<file path="src/pmt_pkg.sv">
package pmt_pkg;

  // parse phases of the section walker
  typedef enum logic [2:0] {
    PH_IDLE  = 3'd0,
    PH_LEN   = 3'd1,
    PH_HDR   = 3'd2,
    PH_SKIP  = 3'd3,
    PH_ENTRY = 3'd4,
    PH_CRC   = 3'd5
  } phase_e;

  // result kinds
  typedef enum logic [1:0] {
    KIND_HDR   = 2'd0,
    KIND_ENTRY = 2'd1,
    KIND_END   = 2'd2,
    KIND_ERR   = 2'd3
  } kind_e;

  localparam int unsigned HdrBytes   = 9;
  localparam int unsigned EntryBytes = 5;
  localparam int unsigned CrcBytes   = 4;
  localparam int unsigned MinSection = 13;

  // one result request
  typedef struct packed {
    logic [1:0]  kind;
    logic [7:0]  table_code;
    logic [15:0] prog_num;
    logic [4:0]  version;
    logic        current_flag;
    logic [7:0]  section_index;
    logic [7:0]  last_section_index;
    logic [12:0] clock_ref_pid;
    logic [11:0] desc_length;
    logic [7:0]  stream_kind;
    logic [12:0] es_pid;
    logic [31:0] crc_word;
  } result_t;

endpackage

</file>
<file path="src/pmt_front.sv">
module pmt_front (
  input  logic              clk_i,
  input  logic              rst_ni,
  input  logic              valid_i,
  input  logic [7:0]        data_byte_i,
  input  logic              section_start_i,
  output logic              res_valid_o,
  output pmt_pkg::result_t  res_o
);

  pmt_pkg::phase_e phase_q, phase_d;
  logic [11:0] cnt_q, cnt_d;
  logic [11:0] size_q, size_d;
  logic [11:0] skip_q, skip_d;
  logic [11:0] loop_q, loop_d;
  logic [31:0] shift_q, shift_d;
  logic [39:0] hdr_q, hdr_d;
  logic [12:0] pcr_q, pcr_d;
  logic [7:0]  stype_q, stype_d;
  logic [7:0]  tid_q, tid_d;

  logic [31:0] sh_new;
  logic [11:0] cnt_inc;
  logic [12:0] ent_need;
  logic [11:0] room;

  assign sh_new   = {shift_q[23:0], data_byte_i};
  assign cnt_inc  = cnt_q + 12'd1;
  assign ent_need = 13'(pmt_pkg::EntryBytes) + {1'b0, sh_new[11:0]};
  assign room     = size_q - 12'(pmt_pkg::MinSection);

  // next state of the walker
  always_comb begin
    phase_d = phase_q;
    cnt_d   = cnt_q;
    size_d  = size_q;
    skip_d  = skip_q;
    loop_d  = loop_q;
    shift_d = shift_q;
    hdr_d   = hdr_q;
    pcr_d   = pcr_q;
    stype_d = stype_q;
    tid_d   = tid_q;
    if (valid_i && section_start_i) begin
      tid_d   = data_byte_i;
      phase_d = pmt_pkg::PH_LEN;
      cnt_d   = '0;
      shift_d = '0;
      skip_d  = '0;
      loop_d  = '0;
      size_d  = '0;
    end else if (valid_i) begin
      case (phase_q)
        pmt_pkg::PH_LEN: begin
          shift_d = {16'd0, sh_new[15:0]};
          cnt_d   = cnt_inc;
          if (cnt_inc == 12'd2) begin
            size_d  = sh_new[11:0];
            cnt_d   = '0;
            shift_d = '0;
            phase_d = (sh_new[11:0] < 12'(pmt_pkg::MinSection)) ?
                      pmt_pkg::PH_IDLE : pmt_pkg::PH_HDR;
          end
        end
        pmt_pkg::PH_HDR: begin
          if (cnt_q < 12'd5) hdr_d = {hdr_q[31:0], data_byte_i};
          else shift_d = sh_new;
          cnt_d = cnt_inc;
          if (cnt_inc == 12'(pmt_pkg::HdrBytes)) begin
            pcr_d  = sh_new[28:16];
            loop_d = room - sh_new[11:0];
            skip_d = sh_new[11:0];
            if (sh_new[11:0] > room) phase_d = pmt_pkg::PH_IDLE;
            else if (sh_new[11:0] != 12'd0) phase_d = pmt_pkg::PH_SKIP;
            else begin
              cnt_d   = '0;
              shift_d = '0;
              phase_d = (room != sh_new[11:0]) ? pmt_pkg::PH_ENTRY : pmt_pkg::PH_CRC;
            end
          end
        end
        pmt_pkg::PH_SKIP: begin
          skip_d = skip_q - 12'd1;
          if (skip_q <= 12'd1) begin
            skip_d  = '0;
            cnt_d   = '0;
            shift_d = '0;
            phase_d = (loop_q != 12'd0) ? pmt_pkg::PH_ENTRY : pmt_pkg::PH_CRC;
          end
        end
        pmt_pkg::PH_ENTRY: begin
          if (cnt_q == 12'd0) stype_d = data_byte_i;
          else shift_d = sh_new;
          cnt_d = cnt_inc;
          if (cnt_inc == 12'(pmt_pkg::EntryBytes)) begin
            loop_d = loop_q - ent_need[11:0];
            skip_d = sh_new[11:0];
            if (ent_need > {1'b0, loop_q}) phase_d = pmt_pkg::PH_IDLE;
            else if (sh_new[11:0] != 12'd0) phase_d = pmt_pkg::PH_SKIP;
            else begin
              cnt_d   = '0;
              shift_d = '0;
              phase_d = (loop_q != ent_need[11:0]) ?
                        pmt_pkg::PH_ENTRY : pmt_pkg::PH_CRC;
            end
          end
        end
        pmt_pkg::PH_CRC: begin
          shift_d = sh_new;
          cnt_d   = cnt_inc;
          if (cnt_inc == 12'(pmt_pkg::CrcBytes)) phase_d = pmt_pkg::PH_IDLE;
        end
        default: ;
      endcase
    end
  end

  // result request for this byte
  always_comb begin
    res_valid_o            = 1'b0;
    res_o                  = '0;
    res_o.table_code       = tid_q;
    res_o.prog_num         = hdr_q[39:24];
    res_o.version          = hdr_q[21:17];
    res_o.current_flag     = hdr_q[16];
    res_o.section_index    = hdr_q[15:8];
    res_o.last_section_index = hdr_q[7:0];
    res_o.clock_ref_pid    = pcr_q;
    if (valid_i && !section_start_i) begin
      case (phase_q)
        pmt_pkg::PH_LEN: begin
          if (cnt_inc == 12'd2 && sh_new[11:0] < 12'(pmt_pkg::MinSection)) begin
            res_valid_o = 1'b1;
          end
        end
        pmt_pkg::PH_HDR: begin
          if (cnt_inc == 12'(pmt_pkg::HdrBytes)) begin
            res_valid_o             = 1'b1;
            res_o.prog_num          = hdr_q[39:24];
            res_o.clock_ref_pid     = sh_new[28:16];
            res_o.desc_length       = sh_new[11:0];
            if (sh_new[11:0] > room) res_valid_o = 1'b1;
          end
        end
        pmt_pkg::PH_ENTRY: begin
          if (cnt_inc == 12'(pmt_pkg::EntryBytes)) begin
            res_valid_o       = 1'b1;
            res_o.kind        = pmt_pkg::KIND_ENTRY;
            res_o.desc_length = sh_new[11:0];
            res_o.stream_kind = stype_q;
            res_o.es_pid      = sh_new[28:16];
          end
        end
        pmt_pkg::PH_CRC: begin
          if (cnt_inc == 12'(pmt_pkg::CrcBytes)) begin
            res_valid_o    = 1'b1;
            res_o.kind     = pmt_pkg::KIND_END;
            res_o.crc_word = sh_new;
          end
        end
        default: ;
      endcase
    end
    // malformed sections carry only the table id
    if (res_valid_o && ((phase_q == pmt_pkg::PH_LEN) ||
        (phase_q == pmt_pkg::PH_HDR && sh_new[11:0] > room) ||
        (phase_q == pmt_pkg::PH_ENTRY && ent_need > {1'b0, loop_q}))) begin
      res_o            = '0;
      res_o.kind       = pmt_pkg::KIND_ERR;
      res_o.table_code = tid_q;
    end
  end

  // walker registers
  always_ff @(posedge clk_i or negedge rst_ni) begin
    if (!rst_ni) begin
      phase_q <= pmt_pkg::PH_IDLE;
      cnt_q   <= '0;
      size_q  <= '0;
      skip_q  <= '0;
      loop_q  <= '0;
      shift_q <= '0;
      hdr_q   <= '0;
      pcr_q   <= '0;
      stype_q <= '0;
      tid_q   <= '0;
    end else begin
      phase_q <= phase_d;
      cnt_q   <= cnt_d;
      size_q  <= size_d;
      skip_q  <= skip_d;
      loop_q  <= loop_d;
      shift_q <= shift_d;
      hdr_q   <= hdr_d;
      pcr_q   <= pcr_d;
      stype_q <= stype_d;
      tid_q   <= tid_d;
    end
  end

  // the section length is legal throughout the header phase
  assert property (@(posedge clk_i) disable iff (!rst_ni)
    (phase_q == pmt_pkg::PH_HDR) |-> (size_q >= 12'(pmt_pkg::MinSection)))
    else $error("header phase with short section");
  assert property (@(posedge clk_i) disable iff (!rst_ni)
    (phase_q == pmt_pkg::PH_SKIP) |-> (skip_q != 12'd0))
    else $error("skip phase with nothing to skip");
  assert property (@(posedge clk_i) disable iff (!rst_ni)
    (phase_q == pmt_pkg::PH_ENTRY) |-> (cnt_q < 12'(pmt_pkg::EntryBytes)))
    else $error("entry byte count overran");

endmodule

</file>
<file path="src/pmt_queue.sv">
module pmt_queue #(
  parameter int unsigned Depth = 4
) (
  input  logic              clk_i,
  input  logic              rst_ni,
  input  logic              push_i,
  input  pmt_pkg::result_t  push_data_i,
  output logic              almost_full_o,
  output logic              valid_o,
  input  logic              pop_i,
  output pmt_pkg::result_t  data_o
);

  localparam int unsigned Aw = (Depth > 1) ? $clog2(Depth) : 1;

  pmt_pkg::result_t mem_q [Depth];
  logic [Aw-1:0] wp_q, rp_q;
  logic [Aw:0]   cnt_q;

  assign valid_o       = (cnt_q != '0);
  assign data_o        = mem_q[rp_q];
  // one slot spare so the front never has to be stopped mid-byte
  assign almost_full_o = (cnt_q >= (Aw+1)'(Depth - 1));

  // storage
  always_ff @(posedge clk_i) begin
    if (push_i) mem_q[wp_q] <= push_data_i;
  end

  // pointers
  always_ff @(posedge clk_i or negedge rst_ni) begin
    if (!rst_ni) begin
      wp_q  <= '0;
      rp_q  <= '0;
      cnt_q <= '0;
    end else begin
      if (push_i) wp_q <= (wp_q == Aw'(Depth - 1)) ? '0 : wp_q + Aw'(1);
      if (pop_i)  rp_q <= (rp_q == Aw'(Depth - 1)) ? '0 : rp_q + Aw'(1);
      cnt_q <= cnt_q + (Aw+1)'(push_i) - (Aw+1)'(pop_i);
    end
  end

  assert property (@(posedge clk_i) disable iff (!rst_ni)
    !(push_i && cnt_q == (Aw+1)'(Depth) && !pop_i))
    else $error("queue overflow");
  assert property (@(posedge clk_i) disable iff (!rst_ni)
    pop_i |-> valid_o)
    else $error("queue underflow");
  assert property (@(posedge clk_i) disable iff (!rst_ni)
    cnt_q <= (Aw+1)'(Depth))
    else $error("queue count out of range");

endmodule

</file>
<file path="src/pmt_section_parser.sv">
// channel | valid           | stall            | payload
// in      | valid_i         | stall_o          | data_byte_i, section_start_i
// out     | valid_o         | stall_i          | kind_o .. crc_word_o
//
// One byte per cycle while stall_o is low, bytes back to back; a result is
// written into the result queue with its last byte and leaves from there.
// Reset clears the parse phase and the result queue.
// The input stalls only when the result queue is near full, so the
// output side can stall freely without losing results.
module pmt_section_parser #(
  parameter int unsigned QueueDepth = 4
) (
  input  logic        clk_i,
  input  logic        rst_ni,
  input  logic        valid_i,
  output logic        stall_o,
  input  logic [7:0]  data_byte_i,
  input  logic        section_start_i,
  output logic        valid_o,
  input  logic        stall_i,
  output logic [1:0]  kind_o,
  output logic [7:0]  table_code_o,
  output logic [15:0] prog_num_o,
  output logic [4:0]  version_o,
  output logic        current_flag_o,
  output logic [7:0]  section_index_o,
  output logic [7:0]  last_section_index_o,
  output logic [12:0] clock_ref_pid_o,
  output logic [11:0] desc_length_o,
  output logic [7:0]  stream_kind_o,
  output logic [12:0] es_pid_o,
  output logic [31:0] crc_word_o
);

  logic             acc;
  logic             res_valid;
  logic             afull;
  pmt_pkg::result_t res, qout;

  assign stall_o = afull;
  assign acc     = valid_i && !afull;

  // front: byte walker
  pmt_front u_front (
    .clk_i           (clk_i),
    .rst_ni          (rst_ni),
    .valid_i         (acc),
    .data_byte_i     (data_byte_i),
    .section_start_i (section_start_i),
    .res_valid_o     (res_valid),
    .res_o           (res)
  );

  // back: result queue to the output
  pmt_queue #(.Depth(QueueDepth)) u_queue (
    .clk_i         (clk_i),
    .rst_ni        (rst_ni),
    .push_i        (res_valid),
    .push_data_i   (res),
    .almost_full_o (afull),
    .valid_o       (valid_o),
    .pop_i         (valid_o && !stall_i),
    .data_o        (qout)
  );

  assign kind_o               = qout.kind;
  assign table_code_o         = qout.table_code;
  assign prog_num_o           = qout.prog_num;
  assign version_o            = qout.version;
  assign current_flag_o       = qout.current_flag;
  assign section_index_o      = qout.section_index;
  assign last_section_index_o = qout.last_section_index;
  assign clock_ref_pid_o      = qout.clock_ref_pid;
  assign desc_length_o        = qout.desc_length;
  assign stream_kind_o        = qout.stream_kind;
  assign es_pid_o             = qout.es_pid;
  assign crc_word_o           = qout.crc_word;

endmodule

</file>
<file path="config.mk">
export PLATFORM = sky130hd
export DESIGN_NAME = pmt_section_parser
export DESIGN_NICKNAME = d
export VERILOG_FILES = /design/src/pmt_pkg.sv /design/src/pmt_front.sv /design/src/pmt_queue.sv /design/src/pmt_section_parser.sv
export SDC_FILE = /design/constraint.sdc
export NUM_CORES = 1
export LEC_CHECK = 0
export BUFFER_PORTS_ARGS = -buffer_cell sky130_fd_sc_hd__buf_2
export CAP_MARGIN = 30
export CORE_MARGIN = 2
export CORE_UTILIZATION = 61
export CTS_CLUSTER_SIZE = 24
export DETAILED_ROUTE_END_ITERATION = 6
export PLACE_DENSITY = 0.88
export SLEW_MARGIN = 20
export SYNTH_ARGS = -nofsm -noshare
export SYNTH_HDL_FRONTEND = slang
export SYNTH_SLANG_ARGS = --single-unit
</file>
<file path="constraint.sdc">
create_clock -name clk_i -period 6.69 [get_ports clk_i]
set_clock_uncertainty 0.15 [all_clocks]
set_input_delay 0.669 -clock clk_i [delete_from_list [all_inputs] [get_ports clk_i]]
set_output_delay 0.669 -clock clk_i [all_outputs]
set_load 0.02 [all_outputs]
</file>
==> flow_summary_export.csv, run 1 <==
group,metric,value,unit
status,status,"finished with violations",
status,violations,"design-rule violations, negative hold slack",
worst_hold_path,hold_path_class,"primary input to async pin",
power,cellLeakagePower,12.5,nW
power,p_seq_share,38.7,%
place,dpl.hpwl,43.1,mm
cts,cts_setup_buffers,0,
logic_synthesis,synth_cell_types,72,
sta,min_period,5010,ps
sta,maxSlewViolCount,0,
cts,cts_resized,0,
sta,fin_ws,1680,ps
final_layout,final_area,0.0316,mm^2
routing,drtAntennaViolNets,0,
logic_synthesis,synthesis.nets,1832,
logic_synthesis,syn_inst,1761,
die,die_w,218,um
final_layout,multi_input_area,0.00854,mm^2
sta,slew_headroom,30.4,%
global_route,grt_max_degree,98,
final_layout,seq_area,0.0189,mm^2
critical_path,critPathMaxFanout,54,
routing,drt-total-wl,71.8,mm
logic_synthesis,synthArstFlopShare,23.1,%
cts,h-tree-depth,2,
logic_synthesis,yosysSeqAreaShare,67.4,%
run,drv_cap,0,
global_route,grt_first_pass_wirelength,108,mm
global_route,antenna_found_initial,2,
power,ir_worst_vdd,0.268,mV
cts,cts_buffer_depth,3,
sta,rsz0062_at_grt,"no",
routing,viasPerCell,6.69,
final_layout,syn_to_final_growth,12.8,%
sta,setup-violations-final,0,
critical_path,cp_slowest_stage_delay,860,ps
sta,tns,0,ps
critical_path,crit_type,"flop to flop",
sta,hold_violations,1,
die,row_count,78,
power,switching_share,34.4,%
routing,wl_per_cell,28.0,um
final_layout,nets,1980,
cts,cts_buffers,60,
routing,first_iter_violations,2112,
die,core_area,0.0454,mm^2
cts,hold_buffers,0,
place,placed_area,0.0294,mm^2
cts,worstSkewPairLatency,640,ps
global_route,grt-ovfl-total,0,
global_route,grt.total_usage,30.7,%
cts,tritoncts,"built",
sta,fmax,200,MHz
critical_path,startpoint_type,"flop",
sta,finalCritPeriodShare,74.9,%
cts,clkSlewWorstSetupHoldPaths,60,ps
power,powerDensity,409,mW/mm^2
cts,clock-sinks,655,
routing,num_vias,17100,
critical_path,path_cells,"ha_1 > and4_1 > o211ai_1 > a211oi_4 > nand4_2 > a41oi_4 > and2_4 > buf_4",
critical_path,required,6810,ps
die,die_h,218,um
power,comb_power_share,32.7,%
cts,cts-root-buf,"clkbuf_16",
logic_synthesis,avgSynthCellArea,15.9,um^2
place,dp_slack,1490,ps
place,place_congestion,0.959,
critical_path,endpoint_kind,"flop",
sta,holdWs,-7.59,ps
die,dieArea,0.0477,mm^2
logic_synthesis,yosys_register_bits,655,
place,port_buffers,140,
place,post-place-cells,2444,
critical_path,slowest_stage,"and2_4",
power,clock_power_share,28.6,%
power,finalPower,12.9,mW
routing,route.detailed.drc,35,
final_layout,final_cell_count_no_fill,2562,
final_layout,nFillCells,2720,
logic_synthesis,synth_edf_count,504,
critical_path,critPathArrivalTime,5130,ps
die,io_pins,141,
final_layout,drive_gt1_share,25.1,%
power,switching_power,4.45,mW
final_layout,utilization,69.7,%
power,p_int,8.47,mW
global_route,grt_pass1_vias,17200,
sta,worst_pin_slew,1040,ps
die,start_util,61.8,%
logic_synthesis,synth_area,0.0280,mm^2
routing,first_pass_iters,7,
logic_synthesis,yosysWarnings,0,
critical_path,reg2reg_slack,1680,ps
logic_synthesis,ys.flop_type,"edfxtp_1",
state kept, by name, indices dropped and copies added (netlist names), 3 cells and up:
signal and count:
u_queue.cnt_q 3, u_front.tid_q 8, u_front.stype_q 8, u_front.phase_q 3, u_front.hdr_q 40, u_front.size_q 12
u_front.skip_q 12, u_front.cnt_q 12, u_front.loop_q 12, u_front.pcr_q 13, u_queue.mem_q 504, u_front.shift_q 24
critical path: cells and delay by family, from the launching register on:
| kind | cells | cell delay [ps] |
|---|---|---|
| compound gates | 3 | 1310 |
| fa+ha+maj | 1 | 440 |
| buf+inv | 1 | 480 |
| flops | 1 | 510 |
| simple gates | 3 | 1760 |
cells in the final DEF, fill, tap and decap left out, types with 6 or more instances in the layout:
cell,n
mux4_2,126
o31ai_1,12
mux2_2,64
edfxtp_1,504
nand3_1,37
nand4_1,7
inv_1,64
dfrtp_1,149
clkinv_2,11
clkbuf_8,7
a21oi_1,58
nor3_1,34
xor2_1,13
bufinv_16,11
and4_1,6
nor4_1,24
nand2_1,102
and3_1,6
buf_2,139
a22oi_1,13
nor2_1,50
xnor2_1,26
mux2i_1,7
nor2b_1,58
or4_1,7
a22o_1,14
buf_4,23
a31oi_1,14
clkbuf_1,16
o21ai_0,75
clkbuf_16,61
a21o_1,15
and2_1,48
ha_1,55
kinds of logic after synthesis:
family	Yosys count	synth area share (%)
AOI/OAI and AO/OA	252	5.79
xor gates and xnor gates	40	1.28
and+or+nand+nor	407	7.66
muxes	197	12.9
buffers and inverters	152	2.24
adders and majority gates	58	2.67
DFF	655	67.4
layer usage:
metal | wire [um] | up-vias | track usage, %
li1 | - | 7080 | -
met1 | 27100 | 8674 | 42.0
met2 | 35000 | 1120 | 49.0
met3 | 6540 | 252 | 6.07
met4 | 3270 | 2 | 12.7
met5 | 11 | - | 0
synthesized netlist by cell type (all sizes together) (7+ instances only):
master  count  share of area [%]
nor4       24               0.54
mux2       64                2.6
nor2b      58                1.3
mux4      126                 10
or4         7               0.19
a31oi      14               0.31
inv        65               0.87
nand4       9               0.25
ha         55                2.5
xor2       13               0.41
a21o       15               0.40
edfxtp    504                 54
and2       52                1.2
o31ai      13               0.37
buf        39               0.73
a22o       14               0.44
clkbuf     46               0.62
nor3       38               0.78
dfrtp     151                 13
xnor2      27               0.87
mux2i       7               0.25
a21oi      62                1.2
nand3      37               0.66
a22oi      13               0.35
nor2       53               0.72
nand2     102                1.4
o21ai      81                1.5
final timing paths:
path / startpoint / endpoint / cells past startpoint
min: rst_ni / u_queue.cnt_q[2] / 1
max in group asynchronous: rst_ni / u_front.shift_q[2] / 2
max: u_front.cnt_q[0] / u_queue.mem_q[1][8] / 8
min in group clk_i: data_byte_i[4] / u_front.size_q[4] / 3
max reg2reg: u_front.cnt_q[0] / u_queue.mem_q[1][8] / 8
min reg2reg: u_front.pcr_q[5] / u_front.pcr_q[5] / 1
area by class of cell:
type                            instances  share of cell area (%)
Inverter                               67                   0.795
Multi-Input combinational cell        954                    27.0
Sequential cell                       655                    59.8
Timing Repair Buffer                  171                    3.20
Tap cell                              600                    2.37
Clock inverter                         31                    1.52
Antenna cell                            1                 0.00791
Clock buffer                           83                    5.28
power groups by stage:
| stage | Combinational [mW] | Clock (mW) | Sequential [mW] |
|---|---|---|---|
| 2_1_floorplan | 3.12 | 0 | 4.80 |
| 5_1_grt | 4.53 | 3.86 | 5.02 |
| 4_1_cts | 4.19 | 3.72 | 4.98 |
| 6_report | 4.22 | 3.70 | 5.00 |
| 3_5_place_dp | 4.13 | 0 | 5.06 |
| 3_3_place_gp | 4.09 | 0 | 5.04 |
Note: power is estimated with default switching activity, not from simulation.
==> run 2, diff against run 1 <==
--- a/config.mk
+++ b/config.mk
@@ -8,10 +8,10 @@
 export BUFFER_PORTS_ARGS = -buffer_cell sky130_fd_sc_hd__buf_2
 export CAP_MARGIN = 30
 export CORE_MARGIN = 2
-export CORE_UTILIZATION = 61
+export CORE_UTILIZATION = 55
 export CTS_CLUSTER_SIZE = 24
 export DETAILED_ROUTE_END_ITERATION = 6
-export PLACE_DENSITY = 0.88
+export PLACE_DENSITY = 0.85
 export SLEW_MARGIN = 20
 export SYNTH_ARGS = -nofsm -noshare
 export SYNTH_HDL_FRONTEND = slang
==> constraint.sdc (replaced) <==
create_clock -name clk_i -period 4.6 [get_ports clk_i]
set_clock_uncertainty 0.15 [all_clocks]
set_input_delay 0.46 -clock clk_i [delete_from_list [all_inputs] [get_ports clk_i]]
set_output_delay 0.46 -clock clk_i [all_outputs]
set_load 0.02 [all_outputs]
==> run 2 against run 1 <==
Effect of this change:
- utilization is 6.0 points lower
- the flow finishes with violations (design-rule violations)
- total power is 43% higher
- highest routed layer unchanged
- fmax is 15% higher
- final area is 1.2% higher
- sequential share of layout area is 0.70 points lower
- critical path type unchanged
- non-clock buffer count is 39 higher
- combinational power is 48% higher
- flip-flop and latch count stayed put
- largest cell class unchanged
==> flow_summary_export.csv, run 2 (synthesis results as in run 1) <==
group,metric,value,unit
sta,maxSlewViolCount,0,
final_layout,top_register,"u_queue.mem_q",
die,die_w,230,um
critical_path,cp_num_buf_inv,1,
place,place_congestion,0.912,
global_route,grt-ovfl-total,0,
critical_path,cp_common_cell,"a21oi_1",
global_route,grt_pass1_vias,17000,
critical_path,critPathMaxFanout,14,
critical_path,endpoint_kind,"flop",
die,core_area,0.0503,mm^2
die,start_util,55.8,%
critical_path,path_cells,"inv_1 > a21oi_1 > or3_1 > nor4_1 > xor2_1 > ha_1 > a21oi_1 > o21ai_0 > o21ba_2 > a21oi_1 > nand4_1 > a31oi_1 > a21oi_2 > a311oi_1 > o21ai_0",
status,status,"finished with violations",
die,io_pins,141,
power,clock_power_share,27.4,%
cts,cts_buffer_depth,3,
global_route,antenna_found_initial,8,
place,placed_area,0.0299,mm^2
power,switching_power,6.41,mW
final_layout,largest_register_ffs,504,
sta,slew_headroom,38.6,%
final_layout,layout_commonest_cell,"edfxtp_1",
routing,viasPerCell,6.31,
critical_path,critPathArrivalTime,4710,ps
sta,min_period,4360,ps
die,die_h,230,um
place,port_buffers,140,
routing,num_vias,16900,
status,violations,"design-rule violations",
cts,h-tree-depth,2,
die,row_count,82,
critical_path,required,4950,ps
cts,tritoncts,"built",
routing,wl_per_cell,25.7,um
sta,hold_violations,0,
place,dpl.hpwl,43.0,mm
power,powerDensity,578,mW/mm^2
sta,finalCritPeriodShare,94.8,%
critical_path,critPathTopFamily,"compound AO/OA/AOI/OAI gates",
power,switching_share,34.6,%
final_layout,drive_gt1_share,26.2,%
routing,first_pass_iters,7,
global_route,grt_first_pass_wirelength,104,mm
final_layout,largest_registers,"u_queue.mem_q (504), u_front.hdr_q (40), u_front.shift_q (24)",
critical_path,cp_slowest_stage_delay,410,ps
cts,clock-sinks,655,
sta,tns,0,ps
sta,fmax,229,MHz
power,p_int,12.1,mW
routing,route.detailed.drc,1,
final_layout,nets,2019,
die,dieArea,0.0528,mm^2
final_layout,syn_to_final_growth,14.1,%
power,cellLeakagePower,12.7,nW
cts,worstSkewPairLatency,650,ps
final_layout,final_area,0.0320,mm^2
routing,first_iter_violations,2069,
critical_path,crit_type,"flop to flop",
global_route,grt_max_degree,85,
run,drv_cap,0,
power,comb_power_share,33.7,%
cts,cts_buffers,60,
power,ir_worst_vdd,0.340,mV
final_layout,final_cell_mix,"504 x edfxtp_1, 149 x dfrtp_1, 139 x buf_2, 126 x mux4_2, 102 x nand2_1",
cts,cts-root-buf,"clkbuf_16",
critical_path,startpoint_type,"flop",
sta,worst_pin_slew,914,ps
cts,clkSlewWorstSetupHoldPaths,70,ps
cts,cts_setup_buffers,0,
worst_hold_path,hold_path_class,"primary input to flop",
sta,setup-violations-final,0,
power,p_seq_share,38.9,%
routing,drtAntennaViolNets,0,
critical_path,slowest_stage,"dfrtp_1",
routing,drt-total-wl,68.9,mm
global_route,grt.total_usage,26.2,%
run 2: cell types whose count changed in the layout (fill, tap and decap cells not counted), moves of 2 or more:
| cell | before | now |
|---|---|---|
| diode_2 | 1 | 4 |
| bufinv_16 | 11 | 6 |
| clkinv_1 | 2 | 11 |
| buf_12 | 5 | 15 |
| clkinv_2 | 11 | 7 |
| inv_6 | 1 | 4 |
| buf_4 | 23 | 53 |
| nor3_2 | 1 | 3 |
| clkinvlp_4 | 5 | 3 |
run 2: final cells by class:
class	count	area [um^2]
Multi-Input combinational cell	954	8550
Inverter	67	251
Clock inverter	33	363
Sequential cell	655	18900
Tap cell	672	841
Antenna cell	4	10.0
Clock buffer	81	1640
Timing Repair Buffer	210	1430
Fill cell	3265	18300
run 2: power groups by stage:
stage | logic [mW] | registers (mW) | clock network, mW
after floorplan | 4.54 | 6.98 | 0
after global placement | 6.06 | 7.26 | 0
after detailed placement | 6.14 | 7.29 | 0
after CTS | 6.21 | 7.17 | 5.11
after global routing | 6.71 | 7.23 | 5.33
final | 6.23 | 7.19 | 5.08
run 2: routing by layer:
metal | part of all wire [%] | vias up | global-route usage (%)
met5 | 0.051 | - | 0
met4 | 4.4 | 6 | 11.0
met2 | 50 | 966 | 43.1
met1 | 37 | 8534 | 34.8
met3 | 8.6 | 214 | 4.71
li1 | - | 7166 | -
run 2: worst reg2reg max path: cells and delay by family, from the launching register on:
kind	cells	cell delay, ps
xor gates and xnor gates	1	140
DFF	1	410
and+or+nand+nor	3	1000
AOI/OAI and AO/OA	9	2030
adders and majority gates	1	360
buffers and inverters	1	130
run 2: per-stage QoR:
stage          worst slack (ps)  utilization (%)  power [mW]  cells  hold WS [ps]
6_report                    237             63.7        18.5   2676          47.1
5_1_grt                   -10.9             63.6        19.3   2675          35.3
4_1_cts                     194             63.6        18.5   2671          13.2
3_5_place_dp               51.1             59.6        13.4   2556           342
3_3_place_gp                276             59.6        13.3   2556           336
2_1_floorplan               181                -        11.5   1761          14.4
run 2: what timing repair did:
item                                    in CTS  in global routing
hold endpoints to repair                    82                  0
hold buffers                                 1                  0
endpoints found under the setup margin       0                 19
resized for setup                            0                  2
run 2: final timing paths:
check | startpoint | end | slack, ps | depth (start not counted)
max | u_front.size_q[1] | u_front.shift_q[8] | 240 | 15
max in group asynchronous | rst_ni | u_front.hdr_q[17] | 2940 | 3
min reg2reg | u_front.hdr_q[22] | u_front.hdr_q[22] | 360 | 1
min | data_byte_i[5] | u_front.size_q[5] | 50 | 3
max reg2reg | u_front.size_q[1] | u_front.shift_q[8] | 240 | 15
min in group asynchronous | rst_ni | u_queue.cnt_q[0] | 280 | 2
==> run 3, diff against run 2 <==
==> constraint.sdc (replaced) <==
create_clock -name clk_i -period 3.92 [get_ports clk_i]
set_clock_uncertainty 0.15 [all_clocks]
set_input_delay 0.392 -clock clk_i [delete_from_list [all_inputs] [get_ports clk_i]]
set_output_delay 0.392 -clock clk_i [all_outputs]
set_load 0.02 [all_outputs]
==> run 3 against run 2 <==
Effect of this change:
- the flow now finishes without violations
- fmax rose by 12%
- routed wire length increased by 5.4%
- non-clock buffer count grew 88
- total power increased by 21%
- count of clock-buffer cells in the layout decreased by 4
- final area is 3.3% higher
- setup slack got worse by 220 ps
- register-to-register slack lost 220 ps
- clock power grew 18%
- worst hold slack improved by 30 ps
- largest cell class unchanged
==> flow_summary_export.csv, run 3 (synthesis results as in run 1) <==
group,metric,value,unit
routing,viasPerCell,6.29,
routing,drt-total-wl,72.5,mm
cts,tritoncts,"built",
cts,clkSlewWorstSetupHoldPaths,60,ps
routing,drtAntennaViolNets,0,
place,place_congestion,0.927,
sta,worst_pin_slew,891,ps
global_route,grt-ovfl-total,0,
sta,hold_violations,0,
final_layout,largest_registers,"u_queue.mem_q (504), u_front.hdr_q (40), u_front.shift_q (24)",
critical_path,startpoint_type,"flop",
power,p_int,14.6,mW
cts,worstSkewPairLatency,640,ps
die,core_area,0.0503,mm^2
final_layout,layout_commonest_cell,"edfxtp_1",
sta,maxSlewViolCount,0,
place,dpl.hpwl,45.0,mm
final_layout,final_area,0.0331,mm^2
cts,cts_buffer_depth,3,
final_layout,syn_to_final_growth,17.8,%
sta,setup-violations-final,0,
critical_path,critPathMaxFanout,4,
worst_hold_path,hold_path_class,"primary input to flop",
critical_path,cp_num_buf_inv,4,
cts,cts-root-buf,"clkbuf_16",
global_route,grt_first_pass_wirelength,109,mm
final_layout,nets,2107,
power,comb_power_share,35.3,%
critical_path,crit_type,"flop to flop",
sta,fmax,256,MHz
sta,fin_ws,14.4,ps
power,powerDensity,675,mW/mm^2
global_route,grt_max_degree,87,
die,start_util,55.8,%
global_route,grt_pass1_vias,17700,
power,switching_share,34.7,%
final_layout,top_register,"u_queue.mem_q",
routing,wl_per_cell,26.2,um
power,p_seq_share,38.0,%
sta,finalCritPeriodShare,99.6,%
die,dieArea,0.0528,mm^2
global_route,grt.total_usage,27.5,%
critical_path,reg2reg_slack,10,ps
run,drv_cap,0,
power,switching_power,7.75,mW
place,placed_area,0.0308,mm^2
critical_path,cp_slowest_stage_delay,400,ps
critical_path,required,4250,ps
place,dp_slack,-299,ps
routing,first_pass_iters,6,
critical_path,critPathArrivalTime,4240,ps
critical_path,cp_common_cell,"buf_4",
power,ir_worst_vdd,0.430,mV
final_layout,largest_register_ffs,504,
critical_path,slowest_stage,"dfrtp_1",
die,die_w,230,um
cts,clock-sinks,655,
final_layout,final_cell_mix,"504 x edfxtp_1, 149 x dfrtp_1, 139 x buf_2, 126 x mux4_2, 124 x buf_4",
power,cellLeakagePower,13.2,nW
routing,first_iter_violations,1852,
cts,cts_buffers,60,
die,die_h,230,um
critical_path,critPathTopFamily,"compound AO/OA/AOI/OAI gates",
power,clock_power_share,26.7,%
cts,h-tree-depth,2,
sta,min_period,3910,ps
final_layout,drive_gt1_share,31.0,%
critical_path,path_cells,"inv_1 > a21oi_1 > or3_1 > nor4_2 > xor2_1 > ha_1 > and2_1 > nand3_1 > o21ba_2 > a21oi_2 > buf_4 > nand4_1 > buf_4 > a32oi_2 > o21ai_2 > buf_4 > a22oi_1 > o21ai_0",
status,status,"finished, final reports clean",
die,io_pins,141,
sta,slew_headroom,40.6,%
final_layout,nFillCells,3198,
power,finalPower,22.3,mW
critical_path,endpoint_kind,"flop",
routing,num_vias,17400,
global_route,antenna_found_initial,6,
routing,route.detailed.drc,0,
die,row_count,82,
place,port_buffers,140,
## run 3: cell count changes in the layout (fill, tap and decap cells not counted), moves of 3 or more
| cell | previous run | this run |
|---|---|---|
| buf_4 | 53 | 124 |
| buf_12 | 15 | 31 |
| clkbuf_1 | 15 | 8 |
| clkinv_2 | 7 | 14 |
| a21oi_1 | 58 | 52 |
| a311oi_2 | 0 | 5 |
| nor2b_1 | 58 | 53 |
| nor2b_2 | 0 | 5 |
| a21oi_2 | 4 | 8 |
| a311oi_1 | 4 | 0 |
| inv_6 | 4 | 0 |
| nor4_1 | 24 | 20 |
| clkbuf_16 | 60 | 63 |
| o21ai_0 | 75 | 72 |
## run 3: worst paths after layout
path | from | endpoint | cells past startpoint
setup / recovery | u_front.size_q[0] | u_front.shift_q[1] | 18
hold / removal | stall_i | u_queue.rp_q[0] | 3
setup reg to reg | u_front.size_q[0] | u_front.shift_q[1] | 18
hold reg to reg | u_front.pcr_q[7] | u_front.pcr_q[7] | 1
max in group asynchronous | rst_ni | u_front.hdr_q[19] | 3
min in group asynchronous | rst_ni | u_front.tid_q[1] | 2
## run 3: timing repair
item	4_1_cts	5_1_grt
buffers inserted	0	7
pin swaps	0	7
setup endpoints to repair	34	361
endpoints found under the hold margin	84	0
hold buffers	1	0
gates resized for setup	7	31
## run 3: metrics by stage
step           hold slack, ps  instances  utilization [%]  TNS (ps)
6_report                 76.8       2766             65.7         0
5_1_grt                  64.4       2764             65.7     -5160
4_1_cts                  47.0       2753             65.3     -23.3
3_5_place_dp              340       2638             61.2    -59370
3_3_place_gp              328       2636             61.1    -34000
2_1_floorplan           -53.6       1761                -   -251600
## run 3: cell type report
type	count	area [um^2]	share of cell area, %
Clock buffer	77	1690	5.11
Sequential cell	655	18900	57.2
Inverter	67	251	0.761
Clock inverter	37	338	1.02
Timing Repair Buffer	298	2290	6.93
Antenna cell	6	15.0	0.0454
Multi-Input combinational cell	954	8710	26.3
Tap cell	672	841	2.54
## run 3: power by group through the flow
stage          registers, mW  logic [mW]  clock network, mW
2_1_floorplan           8.19        5.33                  0
3_3_place_gp            8.55        7.42                  0
3_5_place_dp            8.58        7.57                  0
4_1_cts                 8.45        7.68               6.03
5_1_grt                 8.54        8.43               6.28
6_report                8.47        7.87               5.97
## run 3: per-layer routing
layer / global-route usage, % / wire length, um / vias to the layer above
met5: 0 / 14 / -
met4: 10.6 / 2820 / 2
met3: 4.27 / 5330 / 196
met2: 46.4 / 36800 / 972
met1: 36.5 / 27600 / 8888
li1: - / - / 7349
## run 3: tightest hold or removal path, stage by stage
cell and delay (ps):
buf_2 90, a31oi_1 90, mux2_2 240
